$ cat src/rtl/core/plm_pkg.sv
package plm_pkg;

    typedef enum logic [2:0] {
        CMD_INS_FRONT = 3'd0,
        CMD_INS_BACK  = 3'd1,
        CMD_INS_AT    = 3'd2,
        CMD_DEL_FRONT = 3'd3,
        CMD_DEL_BACK  = 3'd4,
        CMD_DEL_AT    = 3'd5,
        CMD_READ_ALL  = 3'd6,
        CMD_COUNT     = 3'd7
    } cmd_t;

    typedef enum logic [1:0] {
        ST_OK     = 2'd0,
        ST_EMPTY  = 2'd1,
        ST_FULL   = 2'd2,
        ST_BADPOS = 2'd3
    } status_t;

    localparam int unsigned DATA_W  = 32;
    localparam int unsigned COUNT_W = 6;
    localparam int unsigned POS_W   = 6;

    typedef struct packed {
        logic                     valid;
        logic signed [DATA_W-1:0] value;
        logic [COUNT_W-1:0]       count;
        status_t                  status;
        logic                     last;
    } res_t;

endpackage

$ cat src/rtl/core/plm_ram.sv
module plm_ram #(
    parameter int unsigned DEPTH = 32,
    parameter int unsigned AW    = 5,
    parameter int unsigned DW    = 32
) (
    input  logic          clk,
    input  logic          wr_en,
    input  logic [AW-1:0] wr_addr,
    input  logic [DW-1:0] wr_data,
    input  logic          rd_en,
    input  logic [AW-1:0] rd_addr,
    output logic [DW-1:0] rd_data
);

    logic [DW-1:0] mem_reg [DEPTH];
    logic [DW-1:0] rd_data_reg;

    always_ff @(posedge clk)
    begin
        if (wr_en)
        begin
            mem_reg[wr_addr] <= wr_data;
        end
    end

    always_ff @(posedge clk)
    begin
        if (rd_en)
        begin
            rd_data_reg <= mem_reg[rd_addr];
        end
    end

    assign rd_data = rd_data_reg;

endmodule

$ cat src/rtl/core/plm_ctrl.sv
module plm_ctrl #(
    parameter int unsigned CAPACITY = 32
) (
    input  logic                               clk,
    input  logic                               rst_n,
    input  logic                               in_valid,
    output logic                               in_ready,
    input  logic [2:0]                         command,
    input  logic [plm_pkg::POS_W-1:0]          position,
    input  logic signed [plm_pkg::DATA_W-1:0]  value,
    input  logic                               slot_free,
    output plm_pkg::res_t                      res
);
    import plm_pkg::*;

    localparam int unsigned AW = $clog2(CAPACITY);
    localparam int unsigned CW = $clog2(CAPACITY + 1);

    typedef enum logic [8:0] {
        S_IDLE     = 9'b000000001,
        S_INS_RD   = 9'b000000010,
        S_INS_WR   = 9'b000000100,
        S_INS_PUT  = 9'b000001000,
        S_DEL_CAP  = 9'b000010000,
        S_DEL_RD   = 9'b000100000,
        S_DEL_WR   = 9'b001000000,
        S_DUMP_CAP = 9'b010000000,
        S_EMIT     = 9'b100000000
    } state_t;

    state_t                   state_reg, state_next;
    logic [AW-1:0]            head_reg, head_next;
    logic [CW-1:0]            count_reg, count_next;
    logic [CW-1:0]            cur_reg, cur_next;
    logic [CW-1:0]            stop_reg, stop_next;
    logic signed [DATA_W-1:0] hold_reg, hold_next;
    cmd_t                     mode_reg, mode_next;
    logic signed [DATA_W-1:0] res_val_reg, res_val_next;
    status_t                  res_status_reg, res_status_next;
    logic                     res_last_reg, res_last_next;

    logic                     wr_en;
    logic [AW-1:0]            wr_addr;
    logic [DATA_W-1:0]        wr_data;
    logic                     rd_en;
    logic [AW-1:0]            rd_addr;
    logic [DATA_W-1:0]        rd_data;

    cmd_t                     cmd;
    logic                     full;
    logic                     empty;
    logic                     pos_ok_ins;
    logic                     pos_ok_del;
    logic [CW-1:0]            idx;

    // logical slot to memory address, ring starts at head
    function automatic logic [AW-1:0] phys(input logic [AW-1:0] base,
                                           input logic [CW-1:0] ofs);
        logic [AW+1:0] sum;
        sum = (AW+2)'(base) + (AW+2)'(ofs);
        if (sum >= (AW+2)'(CAPACITY))
        begin
            sum = sum - (AW+2)'(CAPACITY);
        end
        return sum[AW-1:0];
    endfunction

    plm_ram #(
        .DEPTH (CAPACITY),
        .AW    (AW),
        .DW    (DATA_W)
    ) u_plm_ram (
        .clk     (clk),
        .wr_en   (wr_en),
        .wr_addr (wr_addr),
        .wr_data (wr_data),
        .rd_en   (rd_en),
        .rd_addr (rd_addr),
        .rd_data (rd_data)
    );

    assign cmd        = cmd_t'(command);
    assign full       = (count_reg == CW'(CAPACITY));
    assign empty      = (count_reg == '0);
    assign pos_ok_ins = (position != '0) && (8'(position) <= 8'(count_reg) + 8'd1);
    assign pos_ok_del = (position != '0) && (8'(position) <= 8'(count_reg));
    assign idx        = CW'(position - POS_W'(1));

    assign in_ready   = (state_reg == S_IDLE);

    assign res.valid  = (state_reg == S_EMIT);
    assign res.value  = res_val_reg;
    assign res.count  = COUNT_W'(count_reg);
    assign res.status = res_status_reg;
    assign res.last   = res_last_reg;

    always_comb
    begin
        state_next      = state_reg;
        head_next       = head_reg;
        count_next      = count_reg;
        cur_next        = cur_reg;
        stop_next       = stop_reg;
        hold_next       = hold_reg;
        mode_next       = mode_reg;
        res_val_next    = res_val_reg;
        res_status_next = res_status_reg;
        res_last_next   = res_last_reg;
        wr_en           = 1'b0;
        wr_addr         = '0;
        wr_data         = '0;
        rd_en           = 1'b0;
        rd_addr         = '0;

        case (state_reg)
            S_IDLE:
            begin
                if (in_valid)
                begin
                    mode_next       = cmd;
                    res_val_next    = '0;
                    res_last_next   = 1'b1;
                    res_status_next = ST_OK;
                    state_next      = S_EMIT;
                    case (cmd)
                        CMD_INS_FRONT, CMD_INS_BACK, CMD_INS_AT:
                        begin
                            if (full)
                            begin
                                res_status_next = ST_FULL;
                            end
                            else if (cmd == CMD_INS_AT && !pos_ok_ins)
                            begin
                                res_status_next = ST_BADPOS;
                            end
                            else if (cmd == CMD_INS_FRONT)
                            begin
                                head_next  = (head_reg == '0) ? AW'(CAPACITY - 1)
                                                              : AW'(head_reg - 1'b1);
                                wr_en      = 1'b1;
                                wr_addr    = head_next;
                                wr_data    = value;
                                count_next = CW'(count_reg + 1'b1);
                            end
                            else if (cmd == CMD_INS_BACK || idx == count_reg)
                            begin
                                wr_en      = 1'b1;
                                wr_addr    = phys(head_reg, count_reg);
                                wr_data    = value;
                                count_next = CW'(count_reg + 1'b1);
                            end
                            else
                            begin
                                hold_next  = value;
                                cur_next   = count_reg;
                                stop_next  = idx;
                                state_next = S_INS_RD;
                            end
                        end
                        CMD_DEL_FRONT, CMD_DEL_BACK, CMD_DEL_AT:
                        begin
                            if (empty)
                            begin
                                res_status_next = ST_EMPTY;
                            end
                            else if (cmd == CMD_DEL_AT && !pos_ok_del)
                            begin
                                res_status_next = ST_BADPOS;
                            end
                            else
                            begin
                                rd_en = 1'b1;
                                if (cmd == CMD_DEL_FRONT)
                                begin
                                    cur_next = '0;
                                end
                                else if (cmd == CMD_DEL_BACK)
                                begin
                                    cur_next = CW'(count_reg - 1'b1);
                                end
                                else
                                begin
                                    cur_next = idx;
                                end
                                rd_addr    = phys(head_reg, cur_next);
                                state_next = S_DEL_CAP;
                            end
                        end
                        CMD_READ_ALL:
                        begin
                            if (empty)
                            begin
                                res_status_next = ST_EMPTY;
                            end
                            else
                            begin
                                rd_en      = 1'b1;
                                rd_addr    = head_reg;
                                cur_next   = '0;
                                state_next = S_DUMP_CAP;
                            end
                        end
                        default:
                        begin
                            res_status_next = ST_OK;
                        end
                    endcase
                end
            end
            S_INS_RD:
            begin
                rd_en      = 1'b1;
                rd_addr    = phys(head_reg, CW'(cur_reg - 1'b1));
                state_next = S_INS_WR;
            end
            S_INS_WR:
            begin
                wr_en    = 1'b1;
                wr_addr  = phys(head_reg, cur_reg);
                wr_data  = rd_data;
                cur_next = CW'(cur_reg - 1'b1);
                if (cur_next == stop_reg)
                begin
                    state_next = S_INS_PUT;
                end
                else
                begin
                    state_next = S_INS_RD;
                end
            end
            S_INS_PUT:
            begin
                wr_en      = 1'b1;
                wr_addr    = phys(head_reg, stop_reg);
                wr_data    = hold_reg;
                count_next = CW'(count_reg + 1'b1);
                state_next = S_EMIT;
            end
            S_DEL_CAP:
            begin
                res_val_next = signed'(rd_data);
                if (mode_reg == CMD_DEL_FRONT)
                begin
                    head_next  = (head_reg == AW'(CAPACITY - 1)) ? '0
                                                                 : AW'(head_reg + 1'b1);
                    count_next = CW'(count_reg - 1'b1);
                    state_next = S_EMIT;
                end
                else if (mode_reg == CMD_DEL_BACK
                         || (CW+1)'(cur_reg) + (CW+1)'(1) >= (CW+1)'(count_reg))
                begin
                    count_next = CW'(count_reg - 1'b1);
                    state_next = S_EMIT;
                end
                else
                begin
                    state_next = S_DEL_RD;
                end
            end
            S_DEL_RD:
            begin
                rd_en      = 1'b1;
                rd_addr    = phys(head_reg, CW'(cur_reg + 1'b1));
                state_next = S_DEL_WR;
            end
            S_DEL_WR:
            begin
                wr_en    = 1'b1;
                wr_addr  = phys(head_reg, cur_reg);
                wr_data  = rd_data;
                cur_next = CW'(cur_reg + 1'b1);
                if ((CW+1)'(cur_reg) + (CW+1)'(2) < (CW+1)'(count_reg))
                begin
                    state_next = S_DEL_RD;
                end
                else
                begin
                    count_next = CW'(count_reg - 1'b1);
                    state_next = S_EMIT;
                end
            end
            S_DUMP_CAP:
            begin
                res_val_next  = signed'(rd_data);
                res_last_next = ((CW+1)'(cur_reg) + (CW+1)'(1) == (CW+1)'(count_reg));
                state_next    = S_EMIT;
            end
            S_EMIT:
            begin
                if (slot_free)
                begin
                    if (mode_reg == CMD_READ_ALL && !res_last_reg)
                    begin
                        cur_next   = CW'(cur_reg + 1'b1);
                        rd_en      = 1'b1;
                        rd_addr    = phys(head_reg, cur_next);
                        state_next = S_DUMP_CAP;
                    end
                    else
                    begin
                        state_next = S_IDLE;
                    end
                end
            end
            default:
            begin
                state_next = S_IDLE;
            end
        endcase
    end

    always_ff @(posedge clk or negedge rst_n)
    begin
        if (!rst_n)
        begin
            state_reg  <= S_IDLE;
            head_reg   <= '0;
            count_reg  <= '0;
            cur_reg    <= '0;
            stop_reg   <= '0;
            mode_reg   <= CMD_COUNT;
        end
        else
        begin
            state_reg  <= state_next;
            head_reg   <= head_next;
            count_reg  <= count_next;
            cur_reg    <= cur_next;
            stop_reg   <= stop_next;
            mode_reg   <= mode_next;
        end
    end

    always_ff @(posedge clk)
    begin
        hold_reg       <= hold_next;
        res_val_reg    <= res_val_next;
        res_status_reg <= res_status_next;
        res_last_reg   <= res_last_next;
    end

endmodule

$ cat src/rtl/core/positional_list_engine_core.sv
// channel | direction | handshake            | payload
// --------+-----------+----------------------+----------------------------------------------
// in      | input     | in_valid / in_ready  | command, position, value
// out     | output    | out_valid / out_ready| item_value, element_count, status, last_result
//
// Count, rejected commands and insert front/back/tail go straight to the result.
// Insert at position p shifts the elements from p onward up by one, and delete at p
// shifts the elements after p down by one; delete front/back read one element.
// Each element move is one read/write pair on the ring memory; read-all reads the
// elements in order, one registered read each.
// No clearing pass after reset; list starts empty at once.
// A stalled out channel holds the engine once its output register is full.
module positional_list_engine_core #(
    parameter int unsigned CAPACITY = 32
) (
    input  logic                               clk,
    input  logic                               rst_n,
    input  logic                               in_valid,
    output logic                               in_ready,
    input  logic [2:0]                         command,
    input  logic [plm_pkg::POS_W-1:0]          position,
    input  logic signed [plm_pkg::DATA_W-1:0]  value,
    output logic                               out_valid,
    input  logic                               out_ready,
    output logic signed [plm_pkg::DATA_W-1:0]  item_value,
    output logic [plm_pkg::COUNT_W-1:0]        element_count,
    output logic [1:0]                         status,
    output logic                               last_result
);
    import plm_pkg::*;

    res_t                     res;
    logic                     slot_free;

    logic                     out_valid_reg;
    logic signed [DATA_W-1:0] item_value_reg;
    logic [COUNT_W-1:0]       element_count_reg;
    status_t                  status_reg;
    logic                     last_result_reg;

    plm_ctrl #(
        .CAPACITY (CAPACITY)
    ) u_plm_ctrl (
        .clk       (clk),
        .rst_n     (rst_n),
        .in_valid  (in_valid),
        .in_ready  (in_ready),
        .command   (command),
        .position  (position),
        .value     (value),
        .slot_free (slot_free),
        .res       (res)
    );

    assign slot_free = !out_valid_reg || out_ready;

    always_ff @(posedge clk or negedge rst_n)
    begin
        if (!rst_n)
        begin
            out_valid_reg <= 1'b0;
        end
        else if (slot_free)
        begin
            out_valid_reg <= res.valid;
        end
    end

    always_ff @(posedge clk)
    begin
        if (slot_free && res.valid)
        begin
            item_value_reg    <= res.value;
            element_count_reg <= res.count;
            status_reg        <= res.status;
            last_result_reg   <= res.last;
        end
    end

    assign out_valid     = out_valid_reg;
    assign item_value    = item_value_reg;
    assign element_count = element_count_reg;
    assign status        = status_reg;
    assign last_result   = last_result_reg;

endmodule

$ cat config.mk
export PLATFORM = sky130hd
export DESIGN_NAME = positional_list_engine_core
export DESIGN_NICKNAME = d
export VERILOG_FILES = /design/src/rtl/core/plm_pkg.sv /design/src/rtl/core/plm_ram.sv /design/src/rtl/core/plm_ctrl.sv /design/src/rtl/core/positional_list_engine_core.sv
export SDC_FILE = /design/constraint.sdc
export NUM_CORES = 2
export LEC_CHECK = 0
export CAP_MARGIN = 20
export CORE_UTILIZATION = 50
export CTS_BUF_LIST = sky130_fd_sc_hd__clkbuf_2
export DETAILED_ROUTE_END_ITERATION = 6
export DONT_BUFFER_PORTS = 1
export SYNTH_ARGS = -nofsm -noshare
export SYNTH_HDL_FRONTEND = slang
export SYNTH_SLANG_ARGS = --single-unit
$ cat constraint.sdc
create_clock -name clk -period 8.05 [get_ports clk]
set_input_delay 0.805 -clock clk [delete_from_list [all_inputs] [get_ports clk]]
set_output_delay 0.805 -clock clk [all_outputs]
set_load 0.01 [all_outputs]
# Word-level counts from Yosys, hierarchy flattened
# Memory sizes are Yosys's and may differ from the RTL's. A register that Yosys moved wholly into a read port is not among the register bits.
# Cells that the tools add are included.
totals:
  register_bits: 144
  output_inout_bits: 43
  n_memories: 1
  mem_bits_rw: 1024
  elab_cells: 240
  in_bits: 45
op_classes:
  n_mux: 109
  bitwise_logic: 4
  reduce_logical: 37
  n_eq_ne: 42
  magnitude_cmp: 10
  n_addsub: 22
memory_table:
  columns: ["name", "depth", "word_bits", "rd", "rd_clocked_by_memory_dff", "wr", "line_no", "source"]
  rows:
  - ["u_plm_ctrl.u_plm_ram.mem_reg", 32, 32, 1, 1, 1, "plm_ram.sv:15", "logic [DW-1:0] mem_reg [DEPTH];"]
ops:
  columns: ["operator", "n"]
  rows:
  - ["32-bit 2-to-1 mux", 7]
  - ["6-bit 2-to-1 mux", 26]
  - ["5-bit 2-to-1 mux", 26]
  - ["9-bit 2-to-1 mux", 12]
  - ["32-bit case mux with 3 select lines", 1]
  - ["9-bit case mux with 8 select lines", 1]
  - ["32-bit case mux with 2 select lines", 1]
  - ["6-bit case mux with 4 select lines", 2]
  - ["5-bit by 6-bit adder with 7-bit output", 6]
  - ["7-bit by 6-bit >= comparator with 1-bit output (second input constant)", 6]
  - ["5-bit by 1-bit subtractor with 5-bit output (second input constant)", 7]
  - ["9-bit case mux with 3 select lines", 1]
  - ["3-bit != test (second input constant)", 7]
  - ["5-bit case mux with 2 select lines", 2]
  - ["5-bit case mux with 4 select lines", 1]
  - ["6-bit case mux with 3 select lines", 1]
  - ["6-bit by 1-bit subtractor with 6-bit output (second input constant)", 3]
  - ["1-bit 2-to-1 mux", 16]
  - ["3-bit equality test (second input constant)", 5]
  - ["5-bit case mux with 3 select lines", 1]
  - ["6-bit by 1-bit adder with 7-bit output (second input constant)", 2]
  - ["7-bit AND reduction", 2]
  - ["6-bit by 1-bit adder with 6-bit output (second input constant)", 2]
  - ["6-bit equality test", 2]
  - ["other kinds (45)", 84]

# Longest topological paths before layout
logic_depth:
  word_depth: 17
  depth_mapped: 19

# By module
# A second synthesis with hierarchy kept.
unflattened:
  hier_cells: 3130
  hier_area_um2: 49882.8
by_module_without_submodules:
  columns: ["module", "n_inst", "seq_area_each_um2", "cells_each", "area_each_um2"]
  rows:
  - ["plm_ram", 1, 31710.4, 2260, 40810.4]
  - ["plm_ctrl", 1, 2892.8, 825, 7787.5]
  - ["positional_list_engine_core", 1, 1256.2, 45, 1285.0]

# Worst setup path before layout
# No wires, ideal clock.
synth_timing:
  path_type: "register -> register"
  start: "reg u_plm_ctrl.state_reg[6]"
  end: "mem u_plm_ctrl.u_plm_ram.mem_reg[0][0] (enable)"
  synth_period_minus_slack_ps: 5682
  setup_slack_ps: 2368
  required_ps: 7629
  path_stages_with_launch: 19
  t_arrival_ps: 5261
  path_cell_list: "dfrtp_1 or3_1 nor3_1 nand4b_1 nand2_1 clkbuf_1 mux2_2 ha_1 inv_1 fa_1 inv_1 a21o_1 a21oi_1 xnor2_1 xor2_1 a22o_1 a21oi_1 nand3_1 nor2_1"
synth_via:
  elab_chain_len: 5
  elab_cells_between_ends: 10
  cone_classes: "4 x eq/ne; 4 x mux; 2 x reduce/logical"
synth_rtl:
  columns: ["item", "line_no", "source"]
  rows:
  - ["start: declaration", "plm_ctrl.sv:31", "state_t state_reg, state_next;"]
  - ["start signal: assignment", "plm_ctrl.sv:325", "state_reg <= state_next;"]
  - ["9-bit by 3-bit equality test with 1-bit output (tied with other cells)", "plm_ctrl.sv:115", "case (state_reg)"]
  - ["3-bit OR reduction (no line)", null, null]
  - ["1-bit case mux with 2 select lines", "plm_ctrl.sv:115", null]
  - ["1-bit 2-to-1 mux", "plm_ram.sv:20", "if (wr_en)"]
  - ["1-bit 2-to-1 mux (implied by the code)", "plm_ram.sv:22", "mem_reg[wr_addr] <= wr_data;"]
  - ["end: declaration", "plm_ram.sv:15", null]
# Several ways; a longest one is shown, not always the timed one.

# Final worst setup path
layout_timing:
  start: "reg u_plm_ctrl.state_reg[6]"
  end: "mem u_plm_ctrl.u_plm_ram.mem_reg[4][19] (enable)"
# Same word-level chain as after synthesis.

==> run summary <==
CP endpoint kind -> flip-flop
I/O pin cnt -> 88
CP required -> 9.16 ns
failing checks -> design-rule violations
CP startpoint -> u_plm_ctrl.state_reg[6]
post-CTS sizing -> 0
die area -> 0.102 mm^2
Num CTS Buffers -> 319
Die H -> 320 um
Post-Layout Cell Count -> 5250
Worst VDD drop -> 0.139 mV
clock slew at reported path FFs -> 0.09 ns
Rows -> 116
delay-heaviest family, CP -> simple AND/OR/NAND/NOR gates
FILL cells -> 8103
synth top area cells -> edfxtp_1 (69%), mux2i_1 (4.7%), nand2_1 (3.7%)
max reg flops -> 1024
vias in the first global route -> 32500
cell area power density -> 295 mW/mm^2
worst r2r src -> u_plm_ctrl.state_reg[6]
Die W -> 320 um
CTS tree -> yes
Core Box Area -> 0.100 mm^2
minimum clock period -> 6.72 ns
Vias -> 33000
top cell type by total area after synthesis -> edfxtp_1
post-synth top area share -> 0.693
crit path cell chain -> or3_1, nor3_1, nand4b_1, nand2_2, buf_4, mux2_2, inv_1, fa_1, inv_1, a21o_1, a21oi_1, xnor2_1, xor2_1, a22o_1, a21oi_1, nand3_1, nor2_4, buf_4
reg-to-reg slack, setup -> 1.33 ns
max_slew headroom -> 0.246
cell area after layout -> 0.0562 mm^2
library cells used by synthesis -> 98
slew at the pin closest to its max-slew limit -> 1.13 ns
Ys Warns -> 0
Routed WL -> 157 mm
syn nets -> 3555
htree depth -> 5
hold crit path type -> primary input to flip-flop
critical path startpoint category -> flip-flop
grt total ovfl -> 0
Initial Util -> 0.504
layout overhead on the synthesized area -> 11.5%
Setup Skew -> 0.123 ns
ANT nets after route -> 0
Max Freq -> 149 MHz
arrival time worst endpoint -> 7.83 ns
Max-Cap Viols -> 0
Final Cycle Share -> 0.835
WHS Path Cells -> 3
sequential area share after synthesis -> 0.711
Clock Latency Late Sink -> 1.52 ns
gpl congestion -> 0.920
Placed Cells -> 4637
Post-synth top cells -> edfxtp_1 (1164), nand2_1 (503), mux2i_1 (239), nand3_1 (199), clkbuf_1 (91)
leakage -> 0.0208 uW
Placement Setup Slack -> 1.55 ns
Nets -> 3865
area of the multi-input gates -> 0.0136 mm^2
Cells after Synth -> 3449
antenna violations before repair -> 9
fin. max-slew vios -> 0
layout cells sized above 1 -> 0.175
mapped cell area -> 0.0504 mm^2
first-pass GRT wire length -> 225 mm
initial DRC count -> 3975
Residual DRC -> 5
number of synthesized flops with an enable pin -> 1164
Synth Area per Inst -> 14.6 um^2
HPWL Detailed -> 96.4 mm
iteration count of the initial detailed-routing pass -> 7
status -> finished with violations
asr flop ratio synth -> 0.0300
Slowest-stage cell, CP -> nor2_4
dpl cell area -> 0.0524 mm^2
RSZ-0062 raised after global routing -> false
Seq cells post-synth -> 1200
slowest stage delay, CP -> 0.80 ns
storage element area -> 0.0359 mm^2
Fin Setup TNS -> 0 ns
CP Max Fanout -> 38
fin worst setup slack -> 1.33 ns
vias per cell -> 6.29
worst r2r path cells -> 18
IO Port Bufs -> 0
most frequent cell after synthesis -> edfxtp_1
final setup fails -> 0
Crit path buffers/inverters -> 4
Hold Startpoint -> out_ready
WL per Instance -> 30.0 um
worst hold endpoint -> out_valid
CTS Sinks -> 1200
worst r2r dst -> u_plm_ctrl.u_plm_ram.mem_reg[4][19]
Final Hold Viols -> 0
pin count of the biggest net entering global routing -> 116
total power draw -> 16600 uW
Root Buffer -> clkbuf_2
Max clock buf depth -> 4
GRT Util Overall -> 0.307
Top FF cell, synth -> edfxtp_1
WS Path Type -> flip-flop to flip-flop
-- placed cells by master (no fill, tap or decap), drive strengths merged, types with 11 or more instances in the layout --
master,n
nor2,91
mux2i,239
a2111oi,28
inv,66
nor2b,12
a31oi,56
nand3,199
nor3,19
ha,56
a22oi,32
a221o,14
a311oi,12
xor2,13
a32oi,20
edfxtp,1164
o2111ai,12
a21boi,30
o2111a,23
dlygate4sd3,85
mux2,25
a222oi,28
clkbuf,441
nand4,43
a21o,19
nand2,504
o21ai,71
dfrtp,32
xnor2,47
a21oi,54
and3,36
o211ai,22
o22ai,11
a221oi,30
and2,40
clkinv,57
buf,113
a211oi,59
-- cell type report --
| type | count | area share |
|---|---|---|
| clock inverters | 68 | 0.00710 |
| flip-flops and latches | 1200 | 0.638 |
| diodes | 5 | 0.000223 |
| clock buffers | 441 | 0.0393 |
| inverters | 61 | 0.00407 |
| multi-input cells | 1979 | 0.242 |
| well taps | 1298 | 0.0289 |
| repair buffers | 198 | 0.0400 |
-- worst max path at each step --
| stage | endpoint | cells after the start |
|---|---|---|
| floorplan | u_plm_ctrl.u_plm_ram.mem_reg[0][0] | 18 |
| global placement | u_plm_ctrl.u_plm_ram.mem_reg[11][16] | 17 |
| detailed placement | u_plm_ctrl.u_plm_ram.mem_reg[0][11] | 17 |
| CTS | u_plm_ctrl.u_plm_ram.mem_reg[0][28] | 17 |
| global route | u_plm_ctrl.u_plm_ram.mem_reg[4][19] | 18 |
| finish | u_plm_ctrl.u_plm_ram.mem_reg[4][19] | 18 |
-- power breakdown --
| part | total [uW] | leakage (uW) | switching [uW] | internal, uW |
|---|---|---|---|---|
| Clock | 4020 | 0.00204 | 2410 | 1610 |
| Sequential | 7600 | 0.0110 | 317 | 7280 |
| Combinational | 4960 | 0.00768 | 3420 | 1540 |
| Total | 16600 | 0.0208 | 6150 | 10400 |
-- cell families (layout without fill, tap and decap cells) --
group / count (synthesis) / count (layout) / synth area share
xor gates and xnor gates: 61 / 61 / 0.0109
other: 0 / 5 / 0
AOI/OAI and AO/OA: 588 / 588 / 0.0902
adders and majority gates: 61 / 61 / 0.0159
and+or+nand+nor: 1004 / 1004 / 0.0922
buffers and inverters: 270 / 768 / 0.0261
muxes: 265 / 265 / 0.0535
DFF: 1200 / 1200 / 0.711
-- per-stage QoR --
step           utilization  hold slack [ns]
4_1_cts              0.559           0.0124
2_1_floorplan            -            0.400
3_5_place_dp         0.524            0.405
6_report             0.562            0.196
3_3_place_gp         0.521            0.401
5_1_grt              0.562           0.0964
-- routing by layer --
layer	vias to the layer above	part of all wire	track usage
met2	2110	0.45	0.457
li1	14200	-	-
met4	2	0.023	0.0983
met3	260	0.13	0.119
met1	16500	0.40	0.416
met5	-	0.000045	0
-- timing repair --
action / CTS / global route
buffers inserted: 0 / 0
endpoints found under the hold margin: 906 / 40
hold buffers: 85 / 2
-- tightest hold or removal path, delay by kind of cell --
kind          cells  cell delay [ns]
simple gates      2             0.28
buf+inv           1             0.52
(Power assumes the default switching activity.)
